**src/gaussian_spotlight_pixel_blend_defines.svh**
```systemverilog
`ifndef GAUSSIAN_SPOTLIGHT_PIXEL_BLEND_DEFINES_SVH
`define GAUSSIAN_SPOTLIGHT_PIXEL_BLEND_DEFINES_SVH

// Same-cycle implication, checked on every rising edge outside reset.
`define GSP_ASSERT_SAME(label, clk, rst_n, ante, cons, msg) \
	label: assert property (@(posedge clk) disable iff (!rst_n) (ante) |-> (cons)) \
		else $error(msg);

// Next-cycle implication, checked on every rising edge outside reset.
`define GSP_ASSERT_NEXT(label, clk, rst_n, ante, cons, msg) \
	label: assert property (@(posedge clk) disable iff (!rst_n) (ante) |=> (cons)) \
		else $error(msg);

`endif

```
**src/gsp_pkg.sv**
```systemverilog
package gsp_pkg;

	localparam int CFG_BITS = 12;
	localparam int CH_BITS = 8;
	localparam int CH_MAX = 255;
	localparam int NUM_CH = 3;

	localparam int SPREAD = 50;
	localparam int GAIN = 3;
	localparam int FRAC_BITS = 8;

	// Exponent argument is Q4.8; anything at or above 16.0 gives zero weight.
	localparam int ARG_BITS = 12;
	localparam int DEN_W = 18;
	localparam int REM_W = DEN_W + ARG_BITS;

	localparam int ALPHA_BITS = 16;
	localparam int ALPHA_ONE = 1 << ALPHA_BITS;
	localparam int ALPHA_MAX = ALPHA_ONE - 1;
	localparam int ROUND_HALF = 1 << (ALPHA_BITS - 1);
	localparam int T_BITS = 20;

	localparam int AXIS_STAGES = 3 + ARG_BITS;
	localparam int MERGE_STAGES = 2;
	localparam int BLEND_STAGES = 2;
	localparam int PIX_STAGES = AXIS_STAGES + MERGE_STAGES;
	localparam int PIPE_STAGES = PIX_STAGES + BLEND_STAGES;

	localparam int CFG_IDX_BITS = 8;

	typedef enum logic [CFG_IDX_BITS-1:0] {
		REG_FACE_LEFT   = 8'd0,
		REG_FACE_TOP    = 8'd1,
		REG_FACE_WIDTH  = 8'd2,
		REG_FACE_HEIGHT = 8'd3
	} cfg_reg_t;

	typedef struct packed {
		logic                over;
		logic [ARG_BITS-1:0] term;
	} axis_res_t;

	// Channel 0 is blue, 1 green, 2 red.
	typedef struct packed {
		logic [NUM_CH-1:0][CH_BITS-1:0] color;
		logic [NUM_CH-1:0][CH_BITS-1:0] base;
	} pix_t;

endpackage

```
**src/gsp_blend_lane.sv**
```systemverilog
module gsp_blend_lane import gsp_pkg::*; (
	input  logic                    clk,
	input  logic [BLEND_STAGES-1:0] en,
	input  logic [ALPHA_BITS-1:0]   alpha,
	input  logic [CH_BITS-1:0]      color,
	input  logic [CH_BITS-1:0]      base,
	output logic [CH_BITS-1:0]      result
);

	localparam int GW = CH_BITS + 2;
	localparam int PA_W = ALPHA_BITS + GW;
	localparam int PB_W = ALPHA_BITS + 1 + CH_BITS;
	localparam int SUM_W = PA_W + 1;
	localparam int SC_W = SUM_W - ALPHA_BITS;

	logic [GW-1:0]           gained;
	logic [ALPHA_BITS:0]     inv;
	logic [SUM_W-1:0]        sum;
	logic [SC_W-1:0]         scaled;

	logic [PA_W-1:0]         pa_s18;
	logic [PB_W-1:0]         pb_s18;
	logic [CH_BITS-1:0]      out_s19;

	assign gained = GW'(color) * GW'(GAIN);
	assign inv    = (ALPHA_BITS+1)'(ALPHA_ONE) - (ALPHA_BITS+1)'(alpha);

	always_ff @(posedge clk) begin
		if (en[0]) begin
			pa_s18 <= PA_W'(alpha) * PA_W'(gained);
			pb_s18 <= PB_W'(inv) * PB_W'(base);
		end
	end

	assign sum    = SUM_W'(pa_s18) + SUM_W'(pb_s18) + SUM_W'(ROUND_HALF);
	assign scaled = SC_W'(sum >> ALPHA_BITS);

	always_ff @(posedge clk) begin
		if (en[1]) begin
			out_s19 <= (scaled > SC_W'(CH_MAX)) ? CH_BITS'(CH_MAX) : scaled[CH_BITS-1:0];
		end
	end

	assign result = out_s19;

endmodule
```
**config.mk**
```make
export PLATFORM = sky130hd
export DESIGN_NAME = gsp_blend_lane
export DESIGN_NICKNAME = d
export VERILOG_FILES = /design/src/gaussian_spotlight_pixel_blend_defines.svh /design/src/gsp_pkg.sv /design/src/gsp_blend_lane.sv
export SDC_FILE = /design/constraint.sdc
export NUM_CORES = 1
export LEC_CHECK = 0
export ABC_CLOCK_PERIOD_IN_PS = 25600
export BUFFER_PORTS_ARGS = -buffer_cell sky130_fd_sc_hd__buf_2
export CAP_MARGIN = 20
export CORE_ASPECT_RATIO = 0.75
export CORE_UTILIZATION = 45
export CTS_CLUSTER_SIZE = 40
export DETAILED_ROUTE_END_ITERATION = 10
export GPL_TIMING_DRIVEN = 0
export PLACE_DENSITY = 0.64
export SYNTH_ARGS = -nofsm -noshare
export SYNTH_HDL_FRONTEND = slang
export SYNTH_SLANG_ARGS = --single-unit
```
**constraint.sdc**
```tcl
create_clock -name clk -period 25.6 [get_ports clk]
set_input_delay 5.12 -clock clk [delete_from_list [all_inputs] [get_ports clk]]
set_output_delay 5.12 -clock clk [all_outputs]
set_load 0.01 [all_outputs]
```
# After elaboration in Yosys (flattened, before gate mapping)
# Index checks and enable logic that the tools add are counted.
# op_classes
n_mul	3
addsub	3
magnitude_cmp	1
# op_table
op	n
26-bit by 25-bit adder with 27-bit output	1
27-bit by 16-bit adder with 27-bit output (second input constant)	1
16-bit by 10-bit multiplier with 26-bit output	1
17-bit by 8-bit multiplier with 25-bit output	1
17-bit by 16-bit subtractor with 17-bit output (first input constant)	1
11-bit by 8-bit greater-than comparator with 1-bit output (second input constant)	1
8-bit by 2-bit multiplier with 10-bit output (second input constant)	1
# totals
inputBits	35
output_inout_bits	8
word_cells	10
regBits	59

# Logic depth before layout (Yosys ltp)
# logic_depth
depth_word	3
mapped_depth	28
ltp_nobuf	28

# Worst setup path after synthesis
# No wires, ideal clock.
# synth_path
path_kind	input port to flip-flop
startpoint	input port color[1]
endpoint	register pa_s18[24], data pin
arrival_ns	11.290
required_time_ns	25.342
setup_time_ns	0.258
slack_ns	14.052
stages	27
n_path_buf	1
cell_sequence	ha_1 -> a21o_1 -> a21oi_1 -> o21bai_1 -> a21o_1 -> a21oi_1 -> o21bai_1 -> xor2_1 -> clkbuf_1 -> nand2_1 -> fa_1 -> fa_1 -> inv_1 -> fa_1 -> fa_1 -> inv_1 -> fa_1 -> inv_1 -> ha_1 -> o21ai_1 -> nor4_2 -> a2111oi_4 -> a211oi_2 -> o41ai_4 -> o211ai_2 -> a21oi_2 -> xnor2_1
# synth_between
elab_chain_cells	2
# synth_rtl
element	line	rtl
from (decl)	gsp_blend_lane.sv:5	input logic [CH_BITS-1:0] color,
8-bit by 2-bit multiplier with 10-bit output	gsp_blend_lane.sv:25	assign gained = GW'(color) * GW'(GAIN);
16-bit by 10-bit multiplier with 26-bit output	gsp_blend_lane.sv:30	pa_s18 <= PA_W'(alpha) * PA_W'(gained);
to (signal assigned)	gsp_blend_lane.sv:30	
to (decl)	gsp_blend_lane.sv:21	logic [PA_W-1:0] pa_s18;
# Every way passes these cells.
# A chain may end at the register's enable or synchronous reset.

# Worst setup path in the final report
# Ends and elaborated chain as after synthesis.

==> out/qor.csv <==
stage,metric,value,unit
run_status,status,"complete, no violations",
clocking,TritonCTS clock tree,yes,
clocking,H-tree depth,3,
worst_setup_path,Worst path most repeated cell,fa_1,
synth,main flop type after synthesis,edfxtp_1,
drt,Via density,5.23,
floorplan,Die Area,0.0286,sq mm
clocking,# hold bufs at CTS,0,
global_routing,global-route wire length before repair,48200,um
layout,"commonest non-fill, non-tap cell in the layout",inv_1,
synth,Post-Synth Adder-Cell Area,48.3,%
sta,slew margin rel.,35.7,%
worst_setup_path,startpoint types,input pin,
global_routing,GRT Util Overall,21.1,%
drt,drt pass-1 iters,5,
floorplan,Die W,195,um
clocking,clk_lat worst skew,0.33,ns
sta,Fin. Hold Viols,0,
sta,Peak Freq,81.1,MHz
sta,skew final,0.00546,ns
drt,wire per inst,16.0,um
clocking,CTS buffer count,9,
worst_setup_path,Crit path required time,25.67,ns
placement,Post-DP HPWL,23700,um
synth,Synth Area in Simple Gates,17.0,%
worst_setup_path,Worst path top cell family by delay,adder cells,
clocking,Root Driver,clkbuf_16,
min_path,hold crit path type,flip-flop to flip-flop,
worst_setup_path,Worst path max stage delay,0.55,ns
drt,final WL,27700,um
synth,complex-gate fraction of the synthesized area,7.91,%
layout,fin util,49.6,%
worst_setup_path,Critical Path Sink Type,flip-flop,
layout,Synth-to-Final Area Change,7.32,%
floorplan,Starting Density,46.2,%
layout,Multi-input gate area,0.00979,sq mm
global_routing,initial antenna violation count,1,
synth,Yosys cell types,60,
placement,Post-DP Area,0.0132,sq mm
global_routing,number of global-route vias before repair,9627,
synth,Mapped Cells,1315,
clocking,post-CTS sizing,0,
sta,Final Max Slew Viols,0,
layout,Final Net Count,1767,
synth,sequential area share after synthesis,14.1,%
worst_setup_path,maximum fanout along the worst path,10,
sta,unrepaired setup endpoints after global routing,no,
global_routing,largest net degree at the start of global routing,52,
drt,DR iter-0 viols,462,
sta,Setup-failing EPs final,0,
flow_run,max cap viols,0,
global_routing,grt total ovfl,0,
floorplan,CORE AREA,0.0272,sq mm
clocking,TritonCTS Sinks,59,
synth,largest family of logic cells by synthesized area,adder cells,
synth,total of warnings raised by yosys,0,
synth,"flops & latches, synth",59,
floorplan,Rows,52,
synth,syn_nets,1714,
synth,Synth async-reset ratio,0,%
layout,post-route cell area,0.0135,sq mm
layout,most frequent cells in the layout,"inv_1 (233), fa_1 (201), ha_1 (163)",
layout,share of cells above drive strength 1,5.03,%
worst_setup_path,Crit Path Category,input pin to flip-flop,
sta,Setup TNS,0,ns
floorplan,Die Height,147,um
synth,Avg Inst Size Synth,9.56,sq um
synth,XOR/XNOR Fraction of Synth Area,4.67,%
synth,Mapped Area,0.0126,sq mm
layout,Seq. cell area,0.00177,sq mm
synth,Post-synth EDFFs,59,
placement,Placer Congestion,0.849,
sta,Worst-Margin Slew,0.958,ns
drt,Remaining DRCs,0,
clocking,post-CTS setup buffer count,0,
drt,Vias,9025,
sta,crit share post-route,48.1,%
worst_setup_path,CP bufs+invs,4,
clocking,clock transition at the registers of the reported paths,0.05,ns
synth,mux contribution to synthesized area,0.0797,%
placement,Port Buffers,41,
sta,post-layout min period,12.33,ns
worst_setup_path,slowest cell on the critical path,fa_1,
clocking,CTS Buffer Depth,2,
layout,Filler cells,2591,
worst_setup_path,Critical Path AT,12.40,ns
floorplan,Ports,43,
drt,antenna-violating nets left,0,
-- worst register-to-register path, delay by kind of cell (launching register included) --
family,cells,cell delay [ns]
DFF,1,0.37
adders and majority gates,2,0.59
and+or+nand+nor,1,0.31
AOI/OAI and AO/OA,7,1.75
-- state kept, by name, summed over array words and instances (netlist names) --
name and count:
pa_s18 26, pb_s18 25, result 8
-- Yosys cell counts, types with 3 or more instances --
library cell / count / share of area (%)
nand4_1: 5 / 0.25
or3_1: 4 / 0.20
nor2_1: 33 / 0.99
o21a_1: 5 / 0.30
xor2_1: 18 / 1.3
nor2b_1: 7 / 0.35
a21o_1: 25 / 1.5
fa_1: 201 / 32
o21bai_1: 11 / 0.66
o21ai_0: 18 / 0.72
clkbuf_1: 35 / 1.0
a21oi_1: 33 / 1.3
nand3_1: 10 / 0.40
a221oi_1: 4 / 0.28
o2111ai_1: 4 / 0.28
nor3_1: 14 / 0.56
o21ai_1: 3 / 0.12
xnor2_1: 49 / 3.4
and3_1: 7 / 0.35
and2_1: 145 / 7.2
edfxtp_1: 59 / 14
nor4_1: 5 / 0.25
nand2_1: 158 / 4.7
a31oi_1: 5 / 0.25
a211oi_1: 3 / 0.18
inv_1: 233 / 7.0
ha_1: 163 / 16
nand2b_1: 18 / 0.90
-- routing by layer --
metal	track usage (%)	vias up	share of wire (%)	wire, um
met2	33.1	179	44	12300
met4	1.42	0	0.10	28
met3	3.70	4	5.3	1460
met5	0	-	0	0
met1	31.6	4543	50	13900
li1	-	4299	-	-
-- final timing paths --
check | startpoint | end | slack [ns] | depth (start not counted)
worst max-delay path | color[1] | pa_s18[24] | 13.27 | 27
worst min-delay path | pa_s18[25] | result[4] | 0.74 | 3
worst max register to register | pa_s18[2] | result[7] | 22.32 | 10
worst min register to register | pa_s18[25] | result[4] | 0.74 | 3
-- final cells by class --
class	count	area share, %
multi-input combinational	988	72.6
sequential	59	13.1
inverter	233	6.49
tap	351	3.26
clock buffer	11	1.73
timing repair buffer	42	1.67
buffer	35	0.974
clock inverter	5	0.148
antenna	1	0.0186
-- cells by family (layout without fill, tap and decap cells) --
family	after synthesis	in the layout
simple gates	418	418
fa+ha+maj	364	364
buf+inv	268	326
compound gates	138	138
xor+xnor	67	67
flops	59	59
mux	1	1
other cells	0	1
-- per-stage QoR --
stage               hold slack, ns  std cells  setup slack, ns
floorplan                    0.685       1315            14.05
global placement             0.742       1707            13.01
detailed placement           0.733       1707            12.97
CTS                          0.755       1723            13.32
global route                 0.794       1724            12.69
finish                       0.742       1725            13.27
Power is left out: the tool's default activity adds up to more than one toggle a clock period on the data nets, which glitch-free logic cannot reach.
