$ cat src/gaussian_spotlight_pixel_blend_defines.svh
`ifndef GAUSSIAN_SPOTLIGHT_PIXEL_BLEND_DEFINES_SVH
`define GAUSSIAN_SPOTLIGHT_PIXEL_BLEND_DEFINES_SVH

// Same-cycle implication, checked on every rising edge outside reset.
`define GSP_ASSERT_SAME(label, clk, rst_n, ante, cons, msg) \
	label: assert property (@(posedge clk) disable iff (!rst_n) (ante) |-> (cons)) \
		else $error(msg);

// Next-cycle implication, checked on every rising edge outside reset.
`define GSP_ASSERT_NEXT(label, clk, rst_n, ante, cons, msg) \
	label: assert property (@(posedge clk) disable iff (!rst_n) (ante) |=> (cons)) \
		else $error(msg);

`endif

$ cat src/gsp_pkg.sv
package gsp_pkg;

	localparam int CFG_BITS = 12;
	localparam int CH_BITS = 8;
	localparam int CH_MAX = 255;
	localparam int NUM_CH = 3;

	localparam int SPREAD = 50;
	localparam int GAIN = 3;
	localparam int FRAC_BITS = 8;

	// Exponent argument is Q4.8; anything at or above 16.0 gives zero weight.
	localparam int ARG_BITS = 12;
	localparam int DEN_W = 18;
	localparam int REM_W = DEN_W + ARG_BITS;

	localparam int ALPHA_BITS = 16;
	localparam int ALPHA_ONE = 1 << ALPHA_BITS;
	localparam int ALPHA_MAX = ALPHA_ONE - 1;
	localparam int ROUND_HALF = 1 << (ALPHA_BITS - 1);
	localparam int T_BITS = 20;

	localparam int AXIS_STAGES = 3 + ARG_BITS;
	localparam int MERGE_STAGES = 2;
	localparam int BLEND_STAGES = 2;
	localparam int PIX_STAGES = AXIS_STAGES + MERGE_STAGES;
	localparam int PIPE_STAGES = PIX_STAGES + BLEND_STAGES;

	localparam int CFG_IDX_BITS = 8;

	typedef enum logic [CFG_IDX_BITS-1:0] {
		REG_FACE_LEFT   = 8'd0,
		REG_FACE_TOP    = 8'd1,
		REG_FACE_WIDTH  = 8'd2,
		REG_FACE_HEIGHT = 8'd3
	} cfg_reg_t;

	typedef struct packed {
		logic                over;
		logic [ARG_BITS-1:0] term;
	} axis_res_t;

	// Channel 0 is blue, 1 green, 2 red.
	typedef struct packed {
		logic [NUM_CH-1:0][CH_BITS-1:0] color;
		logic [NUM_CH-1:0][CH_BITS-1:0] base;
	} pix_t;

endpackage

$ cat src/gsp_axis_lane.sv
module gsp_axis_lane import gsp_pkg::*; #(
	parameter int COORD_BITS = 12
) (
	input  logic                   clk,
	input  logic [AXIS_STAGES-1:0] en,
	input  logic [COORD_BITS-1:0]  pos,
	input  logic [CFG_BITS-1:0]    org,
	input  logic [CFG_BITS-1:0]    size,
	output axis_res_t              res
);

	localparam int PW = ((COORD_BITS > CFG_BITS) ? COORD_BITS : CFG_BITS) + 1;
	localparam int NW = 2 * PW + FRAC_BITS;

	logic [CFG_BITS-1:0] size_eff;
	logic [PW-1:0]       ctr;
	logic [PW-1:0]       pos_x;
	logic [PW-1:0]       diff;
	logic [NW-1:0]       num;
	logic [NW-1:0]       lim;

	logic [PW-1:0]       dist_s1;
	logic [DEN_W-1:0]    den_s1;
	logic [2*PW-1:0]     sq_s2;
	logic [DEN_W-1:0]    den_s2;

	// Index 0 of these arrays is stage 3; each divide step adds one.
	logic [REM_W-1:0]    rem_s  [ARG_BITS];
	logic [DEN_W-1:0]    den_s  [ARG_BITS];
	logic [ARG_BITS-1:0] quo_s  [ARG_BITS+1];
	logic                over_s [ARG_BITS+1];

	assign size_eff = (size == '0) ? CFG_BITS'(1) : size;
	assign ctr      = PW'(org) + PW'(size_eff >> 1);
	assign pos_x    = PW'(pos);
	assign diff     = (pos_x >= ctr) ? (pos_x - ctr) : (ctr - pos_x);

	always_ff @(posedge clk) begin
		if (en[0]) begin
			dist_s1 <= diff;
			den_s1  <= DEN_W'(size_eff) * DEN_W'(SPREAD);
		end
	end

	always_ff @(posedge clk) begin
		if (en[1]) begin
			sq_s2  <= (2*PW)'(dist_s1) * (2*PW)'(dist_s1);
			den_s2 <= den_s1;
		end
	end

	assign num = {sq_s2, FRAC_BITS'(0)};
	assign lim = NW'(den_s2) << ARG_BITS;

	// When the quotient would not fit, the term alone already gives zero weight.
	always_ff @(posedge clk) begin
		if (en[2]) begin
			over_s[0] <= (num >= lim);
			rem_s[0]  <= num[REM_W-1:0];
			den_s[0]  <= den_s2;
			quo_s[0]  <= '0;
		end
	end

	for (genvar i = 0; i < ARG_BITS; i++) begin : g_div
		localparam int SH = ARG_BITS - 1 - i;
		logic [REM_W-1:0] trial;
		logic             take;

		assign trial = REM_W'(den_s[i]) << SH;
		assign take  = (rem_s[i] >= trial);

		always_ff @(posedge clk) begin
			if (en[i+3]) begin
				quo_s[i+1]  <= take ? (quo_s[i] | (ARG_BITS'(1) << SH)) : quo_s[i];
				over_s[i+1] <= over_s[i];
			end
		end

		if (i < ARG_BITS - 1) begin : g_carry
			always_ff @(posedge clk) begin
				if (en[i+3]) begin
					rem_s[i+1] <= take ? (rem_s[i] - trial) : rem_s[i];
					den_s[i+1] <= den_s[i];
				end
			end
		end
	end

	assign res.over = over_s[ARG_BITS];
	assign res.term = quo_s[ARG_BITS];

endmodule

$ cat config.mk
export PLATFORM = sky130hd
export DESIGN_NAME = gsp_axis_lane
export DESIGN_NICKNAME = d
export VERILOG_FILES = /design/src/gaussian_spotlight_pixel_blend_defines.svh /design/src/gsp_pkg.sv /design/src/gsp_axis_lane.sv
export SDC_FILE = /design/constraint.sdc
export NUM_CORES = 1
export LEC_CHECK = 0
export ABC_AREA = 1
export BUFFER_PORTS_ARGS = -buffer_cell sky130_fd_sc_hd__buf_2
export CORE_MARGIN = 4
export CORE_UTILIZATION = 36
export CTS_CLUSTER_SIZE = 12
export DETAILED_ROUTE_END_ITERATION = 10
export SLEW_MARGIN = 0
export SYNTH_ARGS = -nofsm -noshare
export SYNTH_HDL_FRONTEND = slang
export SYNTH_SLANG_ARGS = --single-unit
$ cat constraint.sdc
create_clock -name clk -period 7.1 [get_ports clk]
set_clock_uncertainty 0.15 [all_clocks]
set_input_delay 0.355 -clock clk [delete_from_list [all_inputs] [get_ports clk]]
set_output_delay 0.355 -clock clk [all_outputs]
set_load 0.01 [all_outputs]
== Yosys cells after proc, flatten, opt, wreduce, memory -nomap -nowiden ==
Memories as Yosys holds them, arrays and structs flattened.
Index checks and enable logic that the tools add are counted.

* Add/subtract/negate cells: 14
* Reductions and logical operators: 1
* Multiplexer cells: 51
* Multipliers: 2
* $lt $le $gt $ge: 14

{| class="wikitable"
|+ Operators with widths
! cell !! count
|-
| $mux 30 || 11
|-
| $ge 34x30->1 || 1
|-
| $ge 30x18->1 || 1
|-
| $ge 30x19->1 || 1
|-
| $ge 30x20->1 || 1
|-
| $ge 30x21->1 || 1
|-
| $ge 30x22->1 || 1
|-
| $ge 30x23->1 || 1
|-
| $ge 30x24->1 || 1
|-
| $ge 30x25->1 || 1
|-
| $ge 30x26->1 || 1
|-
| $ge 30x27->1 || 1
|-
| $ge 30x28->1 || 1
|-
| $ge 30x29->1 || 1
|-
| $sub 30x19->30 || 1
|-
| $sub 30x20->30 || 1
|-
| $sub 30x21->30 || 1
|-
| $sub 30x22->30 || 1
|-
| $sub 30x23->30 || 1
|-
| $sub 30x24->30 || 1
|-
| $sub 30x25->30 || 1
|-
| $sub 30x26->30 || 1
|-
| $sub 30x27->30 || 1
|-
| $sub 30x28->30 || 1
|-
| other kinds (21) || 48
|}

* Logic and storage cells: 90
* Output and inout bits: 13
* Flip-flop bits (word level): 73
* Memories kept: 4
* Bits in writable memories: 745
* Bits of input ports: 52

{| class="wikitable"
|+ Memory list
! memory !! depth !! width !! rd ports !! clocked after memory_dff !! wr ports !! line !! RTL
|-
| rem_s || 12 || 30 || 12 || 0 || 12 || gsp_axis_lane.sv:28 || <nowiki>logic [REM_W-1:0] rem_s [ARG_BITS];</nowiki>
|-
| den_s || 12 || 18 || 12 || 0 || 12 || gsp_axis_lane.sv:29 || <nowiki>logic [DEN_W-1:0] den_s [ARG_BITS];</nowiki>
|-
| quo_s || 13 || 12 || 13 || 0 || 13 || gsp_axis_lane.sv:30 || <nowiki>logic [ARG_BITS-1:0] quo_s [ARG_BITS+1];</nowiki>
|-
| over_s || 13 || 1 || 13 || 0 || 13 || gsp_axis_lane.sv:31 || <nowiki>logic over_s [ARG_BITS+1];</nowiki>
|}

== Longest topological paths before layout ==
* Depth after elaboration: 5
* Depth in mapped cells: 25

== Worst setup path after synthesis ==
No wires, ideal clock.

* Kind: flip-flop to flip-flop
* Start point: register dist_s1[3]
* End point: register sq_s2[21], data pin
* Data arrival time: 4.682 ns
* Stages on the path, launching flop included: 21
* Setup time: 0.253 ns
* Slack: 2.015 ns
* Buffers on the path: 1
* Path through: edfxtp_1 -> clkbuf_1 -> nand2_1 -> fa_1 -> inv_1 -> fa_1 -> inv_1 -> fa_1 -> inv_1 -> fa_1 -> inv_1 -> fa_1 -> inv_1 -> ha_1 -> a21o_1 -> a21boi_0 -> nor2_1 -> nor2_1 -> nand3_1 -> nand2_1 -> nand2_1

* Cells in the longest elaborated chain, start to end: 1

{| class="wikitable"
|+ RTL lines
! what !! line !! RTL
|-
| from (decl) || gsp_axis_lane.sv:22 || <nowiki>logic [PW-1:0] dist_s1;</nowiki>
|-
| from (signal assigned) || gsp_axis_lane.sv:40 || <nowiki>dist_s1 <= diff;</nowiki>
|-
| $mul 13x13->26 || gsp_axis_lane.sv:47 || <nowiki>sq_s2 <= (2*PW)'(dist_s1) * (2*PW)'(dist_s1);</nowiki>
|-
| to (signal assigned) || gsp_axis_lane.sv:47 ||
|-
| to (decl) || gsp_axis_lane.sv:24 || <nowiki>logic [2*PW-1:0] sq_s2;</nowiki>
|}

No other way between the ends.
A chain may end at the register's enable or synchronous reset.

== Final worst setup path ==
Ends and elaborated chain as after synthesis.

==> impl_metrics.ini <==
[outcome]
status = finished clean

[clocking]
cts.sinks = 648
post_cts_buffers = 0
cts_root_buffer = clkbuf_16
cts.clk_slew.worst_paths_ns = 0.07
cts.path.max_buffers = 3
htreeDepth = 3
numCtsBuffers = 77
worstSkewPairLatency_ns = 0.66
cts_tree = built

[floorplanning]
die_width_um = 377.1
die_h_um = 377.1
ioPinCount = 65
rows = 135
coreArea_um2 = 135500
die_area_um2 = 142200
initial_core_util_pct = 36.20

[synth]
synth_ff_type = edfxtp_1
synth_area_leaders = edfxtp_1, nand2_1, inv_1, ha_1, fa_1
netlist_area_um2 = 49040
post_synth.cell_area_avg_um2 = 7.757
yosysTopAreaCell = edfxtp_1
synth_common_cells = nand2_1, inv_1, edfxtp_1, nor2_1, ha_1
netlist.area_leader.share_pct = 39.68
synthMostInstantiatedCell = nand2_1
synth_warnings = 0
syn_inst = 6322
synth_cell_types = 59
yosys_register_bits = 648
synth_edf_count = 648
syn_nets = 6861
async_flop_share_pct = 0
seq_area_frac_synth_pct = 39.68

[timing]
setup_ws_ns = 1.560
hold_violations = 0
holdWs_ns = 0.1308
min_period_ns = 5.540
worst_slew_pin_slew_ns = 1.106
clock.fmax_mhz = 180.5
max_slew_margin_pct = 26.24
grt_setup_unrepaired = false
fin_crit_sh_pct = 78.03
setup_viol = 0
fin_setup_tns_ns = 0
drv_slew = 0

[placement]
gp_congestion = 0.9306
hpwl_um = 103100
placed_cell_area_um2 = 51050
portBuffers = 64
place_ws_ns = 1.574

[critical_path]
cp_max_fo = 13
reg2reg_from = dist_s1[3]
r2r_setup_slack_ns = 1.56
crit_required_ns = 7.35
endpoint = sq_s2[21]
cp-start-kind = register
path_class = reg2reg
reg2regPathDepth = 17
cp-end-kind = register
cp_data_arrival_time_ns = 5.79
r2r-end = sq_s2[21]
critPathLaunch = dist_s1[3]

[route]
wl_um = 127500
dr.first_iter.drc_count = 2887
drc = 0
postRouteAntennaNets = 0
num_vias = 38767
firstDrtPassIters = 5
wl_per_cell_um = 15.46
routed_via_density = 4.701

[global_route]
grt_max_degree = 58
grt_pass1_vias = 37646
overflow = 0
grt_use_total_pct = 17.92
grt_pass1_wl_um = 202700
antenna_found_initial = 9

[cells_and_area]
nNetsFinal = 6940
drive_gt1_share_pct = 5.369
fillers = 13920
synthToLayoutAreaGrowth_pct = 9.338
final_area_um2 = 53620

[worst_hold_path]
hp-class = in2reg
hold_depth = 4

[run]
max-cap-violations = 0
## cells by family (layout without fill, tap and decap cells)
group / count (synthesis) / in the layout / synth area share (%)
flip-flops: 648 / 648 / 39.68
buffers and inverters: 1436 / 1577 / 11.62
multiplexers: 1 / 1 / 0.02296
XOR/XNOR: 146 / 146 / 2.608
other: 0 / 2 / 0
AO/OA/AOI/OAI: 342 / 342 / 4.052
adder cells (fa/ha/maj): 487 / 487 / 14.23
AND/OR/NAND/NOR: 3262 / 3262 / 27.78
## layout make-up
class | count | area [um2] | area share [%]
Clock inverter | 46 | 467.9 | 0.8728
Tap cell | 1781 | 2228 | 4.156
Sequential cell | 648 | 19460 | 36.29
Clock buffer | 95 | 2058 | 3.839
Antenna cell | 2 | 5.005 | 0.009334
Multi-Input combinational cell | 4238 | 23880 | 44.54
Inverter | 1362 | 5115 | 9.540
Timing Repair Buffer | 74 | 405.4 | 0.7561
## placed cells by master, fill, tap and decap left out, drive strengths merged, types with 94 or more instances in the layout
cell type and n:
a21oi 226, nand4 94, fa 118, edfxtp 648
xor2 114, clkbuf 95, inv 1364, ha 369
nor2 432, nand2 2290, nand3 330
## through the flow
step | utilization [%] | instances
floorplan | - | 6322
finish | 39.58 | 8246
global placement | 37.68 | 8099
CTS | 39.58 | 8244
detailed placement | 37.68 | 8099
global route | 39.58 | 8246
## worst min path at each step
stage / startpoint / endpoint / slack (ns)
finish: size[11] / den_s1[17] / 0.13
global route: pos[0] / dist_s1[0] / 0.10
CTS: pos[0] / dist_s1[0] / 0.07
detailed placement: den_s1[11] / den_s2[11] / 0.25
global placement: quo_s[0][34] / quo_s[0][46] / 0.25
floorplan: den_s1[10] / den_s2[10] / 0.25
## state kept, by name, indices dropped and copies added, names as in the netlist
register	flops
den_s	204
den_s1	17
den_s2	17
dist_s1	13
over_s	13
quo_s	78
rem_s	281
sq_s2	25
## critical path: stages (launching register included)
cell,delay [ns]
edfxtp_1,0.71
nand2_1,0.19
fa_1,0.56
inv_1,0.05
fa_1,0.54
inv_1,0.06
fa_1,0.53
inv_1,0.06
fa_1,0.53
inv_1,0.05
fa_1,0.53
inv_1,0.04
ha_1,0.35
nand2_1,0.15
nor3_1,0.34
nand4_1,0.21
nand4_1,0.15
nand2_1,0.06
## routing by layer
metal	part of all wire [%]	vias to the layer above	track usage, %
met5	0.037	-	0
met4	2.3	8	4.360
met3	5.2	178	2.674
met2	46	880	29.79
met1	47	17826	24.58
li1	-	19875	-
## what timing repair did
item                                   4_1_cts  5_1_grt
endpoints found under the hold margin       17        0
hold buffers                                 4        0
gates resized for setup                      0        0
Power is not shown: default switching activity piles up to over one toggle a cycle in this logic, so the estimate is an artifact.
